===== src/hw/rtl/pvrp_pkg.sv =====
// Shared types, register codes and address mapping for the video register port.
package pvrp_pkg;

    localparam int VIDEO_MEM_DEPTH = 16384;
    localparam int VADDR_W         = 14;

    typedef logic [VADDR_W-1:0] t_vaddr;

    // Processor-visible register numbers
    localparam logic [2:0] REG_CONTROL = 3'd0;
    localparam logic [2:0] REG_SCROLL  = 3'd5;
    localparam logic [2:0] REG_ADDRESS = 3'd6;
    localparam logic [2:0] REG_DATA    = 3'd7;

    localparam logic REQ_READ  = 1'b0;
    localparam logic REQ_WRITE = 1'b1;

    // Configuration register indexes (word address)
    localparam logic CFG_MIRROR_VERTICAL = 1'b0;
    localparam logic CFG_FOUR_SCREEN     = 1'b1;

    localparam t_vaddr PAL_BASE     = 14'h3F00;
    localparam t_vaddr NT_MIRROR_LO = 14'h3000;
    localparam t_vaddr NT_OFFSET    = 14'h1000;
    localparam t_vaddr NT_2400      = 14'h2400;
    localparam t_vaddr NT_2800      = 14'h2800;
    localparam t_vaddr NT_2C00      = 14'h2C00;
    localparam t_vaddr VERT_STEP    = 14'h0800;
    localparam t_vaddr HORZ_STEP    = 14'h0400;
    localparam t_vaddr STEP_ROW     = 14'd32;
    localparam t_vaddr STEP_ONE     = 14'd1;

    typedef struct packed {
        logic mirror_vertical;
        logic four_screen;
    } t_cfg;

    typedef struct packed {
        logic       rd_en;
        logic       wr_en;
        t_vaddr     addr;
        logic [7:0] wdata;
    } t_vram_req;

    typedef struct packed {
        logic       wr_en;
        logic       wr_dual;
        logic [4:0] idx;
        logic [7:0] wdata;
    } t_pal_req;

    // Map a wrapped address below the palette area to its video memory entry.
    function automatic t_vaddr map_addr(t_vaddr a, t_cfg cfg);
        t_vaddr m;
        m = a;
        if (a >= NT_MIRROR_LO && a < PAL_BASE) begin
            m = a - NT_OFFSET;
        end
        if (!cfg.four_screen && m < PAL_BASE) begin
            if (cfg.mirror_vertical) begin
                if (m >= NT_2800) begin
                    m = m - VERT_STEP;
                end
            end else if ((m >= NT_2400 && m < NT_2800) || m >= NT_2C00) begin
                m = m - HORZ_STEP;
            end
        end
        return m;
    endfunction

endpackage


===== src/hw/rtl/pvrp_cfg.sv =====
// APB configuration registers: nametable mirroring mode.
module pvrp_cfg (
    input  logic             i_clk,
    input  logic             i_rst_n,
    input  logic             i_psel,
    input  logic             i_penable,
    input  logic             i_pwrite,
    input  logic [2:0]       i_paddr,
    input  logic [31:0]      i_pwdata,
    output logic [31:0]      o_prdata,
    output logic             o_pready,
    output pvrp_pkg::t_cfg   o_cfg
);
    import pvrp_pkg::*;

    logic r_mirror_vertical;
    logic r_four_screen;
    logic wr_go;

    assign wr_go    = i_psel && i_penable && i_pwrite;
    assign o_pready = 1'b1;

    always_ff @(posedge i_clk) begin
        if (!i_rst_n) begin
            r_mirror_vertical <= 1'b0;
            r_four_screen     <= 1'b0;
        end else if (wr_go) begin
            unique case (i_paddr[2])
                CFG_MIRROR_VERTICAL: r_mirror_vertical <= i_pwdata[0];
                CFG_FOUR_SCREEN:     r_four_screen     <= i_pwdata[0];
                default:             r_four_screen     <= r_four_screen;
            endcase
        end
    end

    always_comb begin
        o_prdata = '0;
        unique case (i_paddr[2])
            CFG_MIRROR_VERTICAL: o_prdata[0] = r_mirror_vertical;
            CFG_FOUR_SCREEN:     o_prdata[0] = r_four_screen;
            default:             o_prdata    = '0;
        endcase
    end

    assign o_cfg.mirror_vertical = r_mirror_vertical;
    assign o_cfg.four_screen     = r_four_screen;

endmodule


===== config.mk =====
export PLATFORM = sky130hd
export DESIGN_NAME = pvrp_cfg
export DESIGN_NICKNAME = d
export VERILOG_FILES = /design/src/hw/rtl/pvrp_pkg.sv /design/src/hw/rtl/pvrp_cfg.sv
export SDC_FILE = /design/constraint.sdc
export NUM_CORES = 1
export LEC_CHECK = 0
export BUFFER_PORTS_ARGS = -buffer_cell sky130_fd_sc_hd__buf_2
export CELL_PAD_IN_SITES_DETAIL_PLACEMENT = 0
export CELL_PAD_IN_SITES_GLOBAL_PLACEMENT = 1
export CORE_ASPECT_RATIO = 1.5
export CORE_MARGIN = 4
export CORE_UTILIZATION = 12
export CTS_BUF_LIST = sky130_fd_sc_hd__clkbuf_16
export CTS_CLUSTER_DIAMETER = 120
export CTS_CLUSTER_SIZE = 8
export DETAILED_ROUTE_END_ITERATION = 6
export GPL_TIMING_DRIVEN = 0
export PLACE_DENSITY_LB_ADDON = 0.1
export SLEW_MARGIN = 20
export SYNTH_ARGS = -nofsm -noshare
export SYNTH_HDL_FRONTEND = slang
export SYNTH_SLANG_ARGS = --single-unit

===== constraint.sdc =====
create_clock -name i_clk -period 0.8 [get_ports i_clk]
set_input_delay 0.16 -clock i_clk [delete_from_list [all_inputs] [get_ports i_clk]]
set_output_delay 0.16 -clock i_clk [all_outputs]
set_load 0.05 [all_outputs]

==> flow_metrics.env <==
export IMPL_status="finished with violations"
export IMPL_violations="setup timing"
export IMPL_dr_pass1_iters=2
export IMPL_wl_um=794
export IMPL_hold_violations=0
export IMPL_coreArea_um2=2883
export IMPL_fp_dieArea_um2=3962
export IMPL_drv_cap=0
export IMPL_p_leak_nw=0.4431
export IMPL_cts_tree="built"
export IMPL_root_buffer="clkbuf_16"
export IMPL_worstSetupPathType="register to output pin"
export IMPL_overflow=0
export IMPL_port_buffers=9
export IMPL_ios=75
export IMPL_antenna_found_initial=0
export IMPL_rows=24
export IMPL_n_antenna_cell=0
export IMPL_fin_util_pct=24.91
export IMPL_cts_sinks=2
export IMPL_clk_pin_slew_ps=30
export IMPL_drt_iter0_drc=6
export IMPL_max_freq_ghz=0.9051
export IMPL_vias=300
export IMPL_rsz0062_at_grt="true"
export IMPL_syn_instance_count=46
export IMPL_die_y_um=75.12
export IMPL_timing_final_ws_setup_ps=-304.9
export IMPL_ant_nets=0
export IMPL_wl_per_cell_um=6.061
export IMPL_holdPathStages=3
export IMPL_worstPathRequired_ps=640
export IMPL_rr_worst_depth=4
export IMPL_grtUsageTotal_pct=4.046
export IMPL_initial_core_util_pct=12.50
export IMPL_cts_max_level=1
export IMPL_vias_per_cell=2.290
export IMPL_ys_warnings_count=0
export IMPL_ys_seq_area_share_pct=11.11
export IMPL_grt_pass1_vias=272
export IMPL_synth_distinct_cells=8
export IMPL_cts_buffers_inserted=3
export IMPL_synth_area_um2=360.3
export IMPL_grt_max_degree=4
export IMPL_clockBufferDepth=2
export IMPL_setup_viol=3
export IMPL_maxSlewViolCount=0
export IMPL_finish_instance_area_um2=718.2
export IMPL_worst_setup_path_end_kind="output pin"
export IMPL_layout_nets=134
export IMPL_grt_pass1_wl_um=1090
export IMPL_drc=0
export IMPL_ys_seq_elements=2
export IMPL_die_x_um=52.74
export IMPL_vdd_drop_max_mv=0.6204
export IMPL_area_growth_pct=99.31
export IMPL_arrival_ps=940
export IMPL_startpoint_type="register"
export IMPL_final_layout_size_suffix_gt1_share_pct=58.70
export IMPL_gp_congestion=0.5460
export IMPL_clk_latency_ps=220
export IMPL_finalPower_mw=1.379
export IMPL_synth_area_per_cell_um2=7.834
export IMPL_place_area_um2=570.5
export IMPL_min_path_type="input pin to register"
export IMPL_skew_ps=0
export IMPL_hold_ws_ps=220.6
export IMPL_pre_cts_ws_ps=-135.8
export IMPL_fill_cells=336
export IMPL_worstPathMaxFanout=2
export IMPL_min_period_over_period_pct=138.1
export IMPL_power_density_nw_per_um2=1920
export IMPL_layout_min_cycle_time_ps=1105
## state kept, by name, summed over array words and instances (netlist names)
| signal | cells |
|---|---|
| r_four_screen | 1 |
| r_mirror_vertical | 1 |
## layer usage
layer / GRT usage, % / share of wire, %
met1: 3.796 / 35
met2: 5.939 / 52
met3: 2.772 / 13
met4: 3.409 / 0
met5: 0 / 0
## placed cells by master, fill, tap and decap left out
cell type,instances
buf_2,6
buf_4,36
buf_6,2
buf_8,3
clkbuf_16,3
conb_1,32
dfxtp_2,2
mux2_4,1
mux2i_1,2
nand2_1,2
nand2_2,1
nand4_1,1
nand4b_1,1
## critical path: stages, from the launching register on
cell and delay, ps:
dfxtp_2 310, mux2_4 270, buf_8 150
## worst paths after layout
path / startpoint / endpoint / slack (ps)
min reg2reg: r_four_screen / r_four_screen / 580
min: i_pwdata[0] / r_four_screen / 220
max: r_mirror_vertical / o_prdata[0] / -300
max reg2reg: r_mirror_vertical / r_mirror_vertical / 10
## synthesized netlist by cell type
cell type	number	area [um2]
nand2_1	3	11.26
nand4_1	1	6.260
nand4b_1	1	8.760
buf_4	34	255.2
dfxtp_1	2	40.04
mux2_2	1	11.26
mux2i_1	2	20.02
conb_1	2	7.510
## where the power goes
| part | internal, mW | switching (mW) | leakage [nW] | total, mW |
|---|---|---|---|---|
| registers | 0.103 | 0.00135 | 0.0172 | 0.105 |
| clock network | 0.636 | 0.117 | 0.0370 | 0.754 |
| logic | 0.142 | 0.378 | 0.389 | 0.521 |
| total | 0.882 | 0.497 | 0.443 | 1.38 |
## cell families after synthesis
group | count (synthesis) | synth area share [%]
buf+inv | 34 | 70.83
flops | 2 | 11.11
mux | 3 | 8.681
simple gates | 5 | 7.293
other cells | 2 | 2.084
## cell type report
cell class | instances | area, um2 | share of cell area [%]
Timing Repair Buffer | 13 | 105.1 | 14.63
Sequential cell | 2 | 42.54 | 5.923
Clock buffer | 3 | 75.07 | 10.45
Multi-Input combinational cell | 40 | 183.9 | 25.61
Buffer | 34 | 262.8 | 36.59
Tap cell | 39 | 48.80 | 6.794
## stage by stage
step / TNS (ps) / std cells
after global placement: -236.0 / 124
after CTS: -747.3 / 130
final: -823.0 / 131
after detailed placement: -251.1 / 124
after global routing: -910.5 / 131
after floorplan: -4.631 / 76
## timing repair
item / in CTS / in global routing
setup endpoints to repair: 3 / 4
hold buffers: 0 / 0
buffers inserted: 3 / 1
gates resized for setup: 12 / 2
Note: power is estimated with default switching activity, not from simulation.
