### src/hw/rtl/pvrp_pkg.sv
// Shared types, register codes and address mapping for the video register port.
package pvrp_pkg;

    localparam int VIDEO_MEM_DEPTH = 16384;
    localparam int VADDR_W         = 14;

    typedef logic [VADDR_W-1:0] t_vaddr;

    // Processor-visible register numbers
    localparam logic [2:0] REG_CONTROL = 3'd0;
    localparam logic [2:0] REG_SCROLL  = 3'd5;
    localparam logic [2:0] REG_ADDRESS = 3'd6;
    localparam logic [2:0] REG_DATA    = 3'd7;

    localparam logic REQ_READ  = 1'b0;
    localparam logic REQ_WRITE = 1'b1;

    // Configuration register indexes (word address)
    localparam logic CFG_MIRROR_VERTICAL = 1'b0;
    localparam logic CFG_FOUR_SCREEN     = 1'b1;

    localparam t_vaddr PAL_BASE     = 14'h3F00;
    localparam t_vaddr NT_MIRROR_LO = 14'h3000;
    localparam t_vaddr NT_OFFSET    = 14'h1000;
    localparam t_vaddr NT_2400      = 14'h2400;
    localparam t_vaddr NT_2800      = 14'h2800;
    localparam t_vaddr NT_2C00      = 14'h2C00;
    localparam t_vaddr VERT_STEP    = 14'h0800;
    localparam t_vaddr HORZ_STEP    = 14'h0400;
    localparam t_vaddr STEP_ROW     = 14'd32;
    localparam t_vaddr STEP_ONE     = 14'd1;

    typedef struct packed {
        logic mirror_vertical;
        logic four_screen;
    } t_cfg;

    typedef struct packed {
        logic       rd_en;
        logic       wr_en;
        t_vaddr     addr;
        logic [7:0] wdata;
    } t_vram_req;

    typedef struct packed {
        logic       wr_en;
        logic       wr_dual;
        logic [4:0] idx;
        logic [7:0] wdata;
    } t_pal_req;

    // Map a wrapped address below the palette area to its video memory entry.
    function automatic t_vaddr map_addr(t_vaddr a, t_cfg cfg);
        t_vaddr m;
        m = a;
        if (a >= NT_MIRROR_LO && a < PAL_BASE) begin
            m = a - NT_OFFSET;
        end
        if (!cfg.four_screen && m < PAL_BASE) begin
            if (cfg.mirror_vertical) begin
                if (m >= NT_2800) begin
                    m = m - VERT_STEP;
                end
            end else if ((m >= NT_2400 && m < NT_2800) || m >= NT_2C00) begin
                m = m - HORZ_STEP;
            end
        end
        return m;
    endfunction

endpackage

### src/hw/rtl/pvrp_pal.sv
// Palette store: 32 entries, dual write for entries mirrored at multiples of four.
module pvrp_pal (
    input  logic               i_clk,
    input  logic               i_rst_n,
    input  pvrp_pkg::t_pal_req i_req,
    input  logic [4:0]         i_rd_idx,
    output logic [7:0]         o_rdata
);
    import pvrp_pkg::*;

    localparam int PAL_ENTRIES = 32;

    logic [7:0] r_pal [PAL_ENTRIES];

    always_ff @(posedge i_clk) begin
        if (!i_rst_n) begin
            for (int i = 0; i < PAL_ENTRIES; i++) begin
                r_pal[i] <= '0;
            end
        end else if (i_req.wr_en) begin
            r_pal[i_req.idx] <= i_req.wdata;
            // backdrop entries are shared between the two halves
            if (i_req.wr_dual) begin
                r_pal[i_req.idx ^ 5'h10] <= i_req.wdata;
            end
        end
    end

    assign o_rdata = r_pal[i_rd_idx];

endmodule

### config.mk
export PLATFORM = sky130hd
export DESIGN_NAME = pvrp_pal
export DESIGN_NICKNAME = d
export VERILOG_FILES = /design/src/hw/rtl/pvrp_pkg.sv /design/src/hw/rtl/pvrp_pal.sv
export SDC_FILE = /design/constraint.sdc
export NUM_CORES = 1
export LEC_CHECK = 0
export BUFFER_PORTS_ARGS = -buffer_cell sky130_fd_sc_hd__buf_2
export CAP_MARGIN = 20
export CORE_MARGIN = 1.5
export CORE_UTILIZATION = 45
export CTS_CLUSTER_SIZE = 25
export DETAILED_ROUTE_END_ITERATION = 6
export GPL_ROUTABILITY_DRIVEN = 0
export PLACE_DENSITY = 0.61
export SYNTH_ARGS = -nofsm -noshare
export SYNTH_HDL_FRONTEND = slang
export SYNTH_SLANG_ARGS = --single-unit
### constraint.sdc
create_clock -name i_clk -period 2.07 [get_ports i_clk]
set_input_delay 0.1035 -clock i_clk [delete_from_list [all_inputs] [get_ports i_clk]]
set_output_delay 0.1035 -clock i_clk [all_outputs]
set_load 0.05 [all_outputs]
==> results.json, run 1 <==
{
  "run_status": "finished with violations",
  "violations": "negative setup slack",
  "grt_max_degree": 33,
  "synth_area_per_cell_um2": 16.3,
  "path_buf_inv": 1,
  "peakVddDrop_mv": 0.576,
  "max_cap_violations": 0,
  "grt_first_pass_wirelength_um": 42900,
  "cellPowerDensity_mw_per_mm2": 865,
  "diodes": 0,
  "antenna_found_initial": 0,
  "critPathArrivalTime_ns": 2.46,
  "post-place-ws_ns": -0.181,
  "startpoint_type": "flip-flop",
  "cts_buffers": 27,
  "top_register": "r_pal",
  "clockBufferDepth": 3,
  "placed_area_mm2": 0.0127,
  "clkTransAtPathRegs_ns": 0.06,
  "ys_seq_elements": 256,
  "fp.dieW_um": 165,
  "ios": 30,
  "hold_path_class": "primary input to flip-flop",
  "crit_top_cell": "mux4_2",
  "layout-drive-gt1-share": 0.261,
  "antenna_left": 0,
  "drc": 0,
  "largest_reg_flops": 256,
  "finalHoldViolCount": 0,
  "path_cells": "mux4_2 -> mux4_2 -> mux2_4 -> buf_6",
  "wl_per_cell_um": 25.2,
  "htreeDepth": 1,
  "grt-ovfl-total": 0,
  "path_max_fanout": 1,
  "vias": 6398,
  "yosysWarnings": 0,
  "slowest_delay_ns": 0.54,
  "final.period_utilization": 1.24,
  "syn_nets": 750,
  "worst_slew_pin_slew_ns": 0.739,
  "syn_to_final_growth_pct": 15.2,
  "grt_pass1_vias": 6746,
  "postLayoutCellArea_mm2": 0.0136,
  "drt_iter0_markers": 778,
  "fin_nets": 810,
  "critPathRequiredTime_ns": 1.97,
  "rsz0062_at_grt": "yes",
  "core-area_mm2": 0.0259,
  "setup_slack_ns": -0.498,
  "top_regs": "r_pal x256",
  "netlist_area_mm2": 0.0118,
  "p_leak_nw": 4.80,
  "slew_headroom": 0.505,
  "path_delay_family": "multiplexers",
  "die_area_mm2": 0.0273,
  "viasPerCell": 5.60,
  "path_class": "flip-flop to primary output",
  "first_pass_iters": 5,
  "die_y_um": 165,
  "wirelength_um": 28800,
  "crit_path_end_kind": "primary output",
  "setup_viol": 8,
  "slew_viol_final": 0,
  "ys_types": 18,
  "dpl.hpwl_um": 19900,
  "clock.fmax_mhz": 389,
  "rows": 59,
  "cts_tree": "done",
  "fin_util": 0.527,
  "start_util": 0.457,
  "power_mw": 11.8,
  "cts_setup_buffers": 0,
  "synth.yosys.seq_area_share": 0.649,
  "grt_usage": 0.221,
  "clock-sinks": 256,
  "slowest_stage": "mux4_2",
  "syn_inst": 728,
  "fin_crit_ns": 2.57,
  "numPortBuffers": 29,
  "cts_root_buffer": "clkbuf_16"
}
## final timing paths
| check | from | to | cells after the start | slack (ns) |
|---|---|---|---|---|
| max | r_pal[21][4]$_DFFE_PP_ | o_rdata[4] | 4 | -0.50 |
| min | i_req[3] | r_pal[24][3]$_DFFE_PP_ | 2 | 0.26 |
## routing by layer
| layer | vias to the layer above | global-route usage | part of all wire |
|---|---|---|---|
| li1 | 2824 | - | - |
| met1 | 3310 | 0.306 | 0.43 |
| met2 | 210 | 0.354 | 0.48 |
| met3 | 54 | 0.0377 | 0.060 |
| met4 | 0 | 0.0790 | 0.029 |
| met5 | - | 0 | 0 |
## synth_stat cells, drive strengths merged
master,number,share of area
nand2b,34,0.018
mux4,80,0.15
mux2,8,0.0076
buf,16,0.0077
or2,1,0.00053
nand4bb,1,0.00095
clkbuf,38,0.012
and2,256,0.14
edfxtp,256,0.65
nor2b,1,0.00053
nand2,1,0.00032
nor2,1,0.00032
nor3,32,0.014
nand4,1,0.00053
nand4b,2,0.0015
## report_power, final
part | leakage (nW) | total, mW | internal (mW) | switching (mW)
sequential | 2.44 | 6.09 | 5.99 | 0.103
clock | 0.405 | 4.59 | 2.64 | 1.95
combinational | 1.96 | 1.12 | 0.484 | 0.638
## what timing repair did
| item | CTS | global route |
|---|---|---|
| resized for setup | 24 | 0 |
| hold buffers | 0 | 0 |
| endpoints found under the setup margin | 8 | 8 |
| hold endpoints to repair | 0 | 0 |
## layout make-up
type,count,area (um2)
well taps,335,419
clock buffers,32,694
flip-flops and latches,256,7690
clock inverters,16,136
repair buffers,85,759
multi-input cells,418,3950
fillers,2050,12300
## stage by stage
step / std cells / hold WS [ns] / setup TNS, ns
after detailed placement: 1094 / 0.830 / -1.13
after global placement: 1093 / 0.827 / -3.93
final: 1142 / 0.258 / -3.74
after floorplan: 728 / 0.302 / 0
after CTS: 1142 / 0.263 / -3.87
after global routing: 1142 / 0.264 / -4.05
## kinds of logic after synthesis
kind of cell	after synthesis	share of synthesized area
simple gates	330	0.171
mux	88	0.160
buf+inv	54	0.0198
flops	256	0.649
## cell usage in the layout, fill, tap and decap left out, types with 4 or more instances in the layout
master and instances:
and2_1 256, buf_12 11, buf_2 20, buf_4 45
buf_6 9, clkbuf_1 5, clkbuf_16 27, clkinv_1 6
clkinv_2 4, edfxtp_1 256, mux2_4 8, mux4_2 80
nand2b_1 34, nor3_1 32
Power figures use the tool's default switching activity.
==> inputs of run 2 (changes only) <==
Settings changed: GPL_TIMING_DRIVEN set to 0, SETUP_SLACK_MARGIN set to 0.4.
==> results.json, run 2 (same netlist as run 1, synthesis figures left out) <==
{
  "slew_headroom": 0.271,
  "peakVddDrop_mv": 0.708,
  "multi_input_area_mm2": 0.00433,
  "slew_viol_final": 0,
  "drt_iter0_markers": 683,
  "setup_slack_ns": -0.503,
  "die_y_um": 165,
  "violations": "negative setup slack",
  "path_class": "flip-flop to primary output",
  "first_pass_iters": 5,
  "postLayoutCellArea_mm2": 0.0139,
  "fin_util": 0.535,
  "top_register": "r_pal",
  "grt_max_degree": 14,
  "wl_per_cell_um": 26.4,
  "setup_viol": 8,
  "fin_crit_ns": 2.57,
  "wirelength_um": 30400,
  "worst_slew_pin_slew_ns": 1.09,
  "crit_path_end_kind": "primary output",
  "slowest_stage": "mux4_2",
  "ios": 30,
  "grt_usage": 0.235,
  "slowest_delay_ns": 0.57,
  "fp.dieW_um": 165,
  "clkTransAtPathRegs_ns": 0.06,
  "run_status": "finished with violations",
  "layout_common_cells": "and2_1 (256), edfxtp_1 (256), mux4_2 (80), clkbuf_1 (39), clkbuf_16 (27)",
  "cts_tree": "done",
  "layout-drive-gt1-share": 0.279,
  "largest_reg_flops": 256,
  "start_util": 0.457,
  "path_buf_inv": 1,
  "fin_nets": 817,
  "grt_pass1_vias": 6852,
  "finalHoldViolCount": 0,
  "numPortBuffers": 23,
  "antenna_left": 0,
  "p_leak_nw": 4.75,
  "path_delay_family": "multiplexers",
  "grt_first_pass_wirelength_um": 44700,
  "clock-sinks": 256,
  "path_cells": "mux4_2 -> mux4_2 -> mux2_4 -> buf_6",
  "area.sequential_mm2": 0.00769,
  "syn_to_final_growth_pct": 17.1,
  "drc": 0,
  "cts_buffers": 27,
  "clockBufferDepth": 3,
  "cts_root_buffer": "clkbuf_16",
  "hold_ws_ns": 0.368,
  "htreeDepth": 1,
  "final.period_utilization": 1.24,
  "power_mw": 11.8,
  "placed_area_mm2": 0.0126,
  "critPathRequiredTime_ns": 1.97,
  "path_max_fanout": 1,
  "max_cap_violations": 0,
  "core-area_mm2": 0.0259,
  "crit_top_cell": "mux4_2",
  "critPathArrivalTime_ns": 2.47,
  "die_area_mm2": 0.0273,
  "dpl.hpwl_um": 22100,
  "top_regs": "r_pal x256",
  "vias": 6603,
  "cellPowerDensity_mw_per_mm2": 849,
  "antenna_found_initial": 1,
  "diodes": 0,
  "grt-ovfl-total": 0,
  "startpoint_type": "flip-flop",
  "rsz0062_at_grt": "yes",
  "n_fill_cell": 2050,
  "clock.fmax_mhz": 389,
  "hold_path_class": "primary input to flip-flop",
  "rows": 59,
  "viasPerCell": 5.75
}
## run 2: worst paths after layout
kind / startpoint / to / slack (ns) / depth (start not counted)
worst min-delay path: i_req[9] / r_pal[18][7]$_DFFE_PP_ / 0.37 / 5
worst max-delay path: r_pal[30][0]$_DFFE_PP_ / o_rdata[0] / -0.50 / 4
## run 2: final cells by class
| cell class | instances | share of cell area |
|---|---|---|
| flip-flops and latches | 256 | 0.554 |
| well taps | 335 | 0.0302 |
| multi-input cells | 418 | 0.312 |
| plain buffers | 54 | 0.0252 |
| repair buffers | 38 | 0.0215 |
| clock inverters | 13 | 0.00613 |
| clock buffers | 35 | 0.0509 |
## run 2: timing repair
action / in CTS / in global routing
gates resized for setup: 65 / 22
endpoints found under the hold margin: 16 / 0
hold buffers: 8 / 0
pin swaps: 7 / 5
endpoints found under the setup margin: 384 / 229
setup buffers: 6 / 1
cloned: 0 / 0
## run 2: layer usage
metal	vias to the layer above	track usage	wire (um)
met5	-	0	0
met4	0	0.0721	958
met3	55	0.0300	1870
met2	248	0.395	15200
met1	3447	0.319	12400
li1	2853	-	-
## run 2: metrics by stage
step	instances	setup slack [ns]	setup TNS [ns]
6_report	1149	-0.503	-3.76
3_3_place_gp	1086	-0.870	-177.68
5_1_grt	1149	-0.565	-4.11
3_5_place_dp	1086	-0.937	-191.97
2_1_floorplan	728	0.278	0
4_1_cts	1148	-0.531	-3.92
## run 2: worst min-delay path, cell delays in order
cell	delay [ns]
buf_2	0.12
nand4b_1	0.09
buf_4	0.18
nor3_4	0.09
and2_1	0.15
## run 2: where the power goes
group / total [mW] / internal [mW] / switching [mW]
combinational: 1.23 / 0.493 / 0.736
sequential: 6.07 / 5.99 / 0.0802
clock: 4.48 / 2.51 / 1.97
==> inputs of run 3 (changes only) <==
Settings changed: CORE_MARGIN 1.5 to not set, TNS_END_PERCENT set to 30.
==> results.json, run 3 (same netlist as run 1, synthesis figures left out) <==
{
  "startpoint_type": "flip-flop",
  "hold-path-cell-count": 2,
  "die_area_mm2": 0.0270,
  "setup_viol": 8,
  "largest_reg_flops": 256,
  "slew_viol_final": 0,
  "wl_per_cell_um": 27.4,
  "max_cap_violations": 0,
  "core-area_mm2": 0.0259,
  "numPortBuffers": 23,
  "crit_path_end_kind": "primary output",
  "power_switching_mw": 2.82,
  "clkTransAtPathRegs_ns": 0.06,
  "ios": 30,
  "critPathRequiredTime_ns": 1.97,
  "clockBufferDepth": 3,
  "syn_to_final_growth_pct": 18.0,
  "cts_buffers": 27,
  "grt-ovfl-total": 0,
  "path_class": "flip-flop to primary output",
  "antenna_found_initial": 1,
  "fin_nets": 820,
  "path_cells": "mux4_2 -> mux4_2 -> mux2_4 -> buf_6",
  "slowest_delay_ns": 0.56,
  "cts_tree": "done",
  "crit_top_cell": "mux4_2",
  "slowest_stage": "mux4_2",
  "path_delay_family": "multiplexers",
  "cellPowerDensity_mw_per_mm2": 863,
  "setup_tns_ns": -3.78,
  "top_regs": "r_pal x256",
  "setup_slack_ns": -0.527,
  "drt_iter0_markers": 747,
  "intPower_mw": 9.23,
  "path_max_fanout": 1,
  "hold_ws_ns": 0.177,
  "antenna_left": 0,
  "clock-sinks": 256,
  "htreeDepth": 1,
  "slew_headroom": 0.253,
  "grt_max_degree": 15,
  "rsz0062_at_grt": "yes",
  "dpl.hpwl_um": 22000,
  "power_mw": 12.1,
  "cts_root_buffer": "clkbuf_16",
  "finalHoldViolCount": 0,
  "fin_crit_ns": 2.60,
  "top_register": "r_pal",
  "drc": 0,
  "seq_power_share": 0.503,
  "die_y_um": 164,
  "first_pass_iters": 5,
  "hold_end": "r_pal[31][5]$_DFFE_PP_",
  "rows": 59,
  "hold_path_class": "primary input to flip-flop",
  "final.period_utilization": 1.25,
  "min_from": "i_rst_n",
  "layout.cells.non_filler": 1153,
  "post-place-ws_ns": -1.01,
  "layout-drive-gt1-share": 0.288,
  "peakVddDrop_mv": 0.579,
  "switching_share": 0.234,
  "vias": 6798,
  "fp.dieW_um": 164,
  "pwr-share-clk": 0.393,
  "grt_first_pass_wirelength_um": 46200,
  "p_comb_frac": 0.104,
  "start_util": 0.457,
  "viasPerCell": 5.90,
  "layout_common_cells": "and2_1 (256), edfxtp_1 (256), mux4_2 (80), clkbuf_1 (35), nor3_4 (28)",
  "p_leak_nw": 4.80,
  "grt_pass1_vias": 6806,
  "violations": "negative setup slack",
  "grt_usage": 0.247,
  "critPathArrivalTime_ns": 2.49,
  "path_buf_inv": 1,
  "clock.fmax_mhz": 385,
  "wirelength_um": 31600,
  "placed_cells": 1086,
  "run_status": "finished with violations",
  "worst_slew_pin_slew_ns": 1.12
}
run 3: power groups by stage:
stage | combinational [mW] | sequential [mW] | clock, mW
5_1_grt | 1.30 | 6.09 | 4.97
6_report | 1.26 | 6.06 | 4.74
2_1_floorplan | 0.747 | 6.13 | 0
4_1_cts | 1.23 | 6.07 | 4.77
3_3_place_gp | 1.12 | 6.15 | 0
3_5_place_dp | 1.14 | 6.18 | 0
run 3: worst max path at each step:
stage                                      start                      to  slack (ns)  depth (start not counted)
after floorplan                      i_rd_idx[1]              o_rdata[0]        0.28                          5
after global placement                   i_rst_n   r_pal[7][1]$_DFFE_PP_       -0.94                          4
after detailed placement                 i_rst_n  r_pal[19][0]$_DFFE_PP_       -1.01                          4
after CTS                 r_pal[30][0]$_DFFE_PP_              o_rdata[0]       -0.54                          4
after global routing      r_pal[30][0]$_DFFE_PP_              o_rdata[0]       -0.55                          4
final                     r_pal[30][0]$_DFFE_PP_              o_rdata[0]       -0.53                          4
run 3: repair_timing:
action / in CTS / in global routing
resized for setup: 66 / 40
pin swaps: 3 / 4
endpoints found under the setup margin: 408 / 220
hold endpoints to repair: 16 / 0
hold buffers: 8 / 0
gates cloned: 0 / 0
setup buffers: 7 / 3
run 3: final cells by class:
type	count	area (um2)
fill	2059	11900
sequential	256	7690
multi-input combinational	418	4340
clock buffer	32	694
tap	335	419
buffer	54	348
timing repair buffer	41	320
clock inverter	16	155
antenna	1	2.50
run 3: metrics by stage:
stage                util  area, um2
CTS                 0.533      13800
global route        0.539      14000
detailed placement  0.484      12500
finish              0.539      14000
global placement    0.484      12500
floorplan               -      12000
run 3: routing by layer:
metal,wire [um],part of all wire,vias to the layer above,global-route usage
met5,9,0.00028,-,0
met4,833,0.026,2,0.0694
met3,2480,0.078,55,0.0331
met2,15500,0.49,310,0.400
met1,12800,0.41,3564,0.349
li1,-,-,2867,-
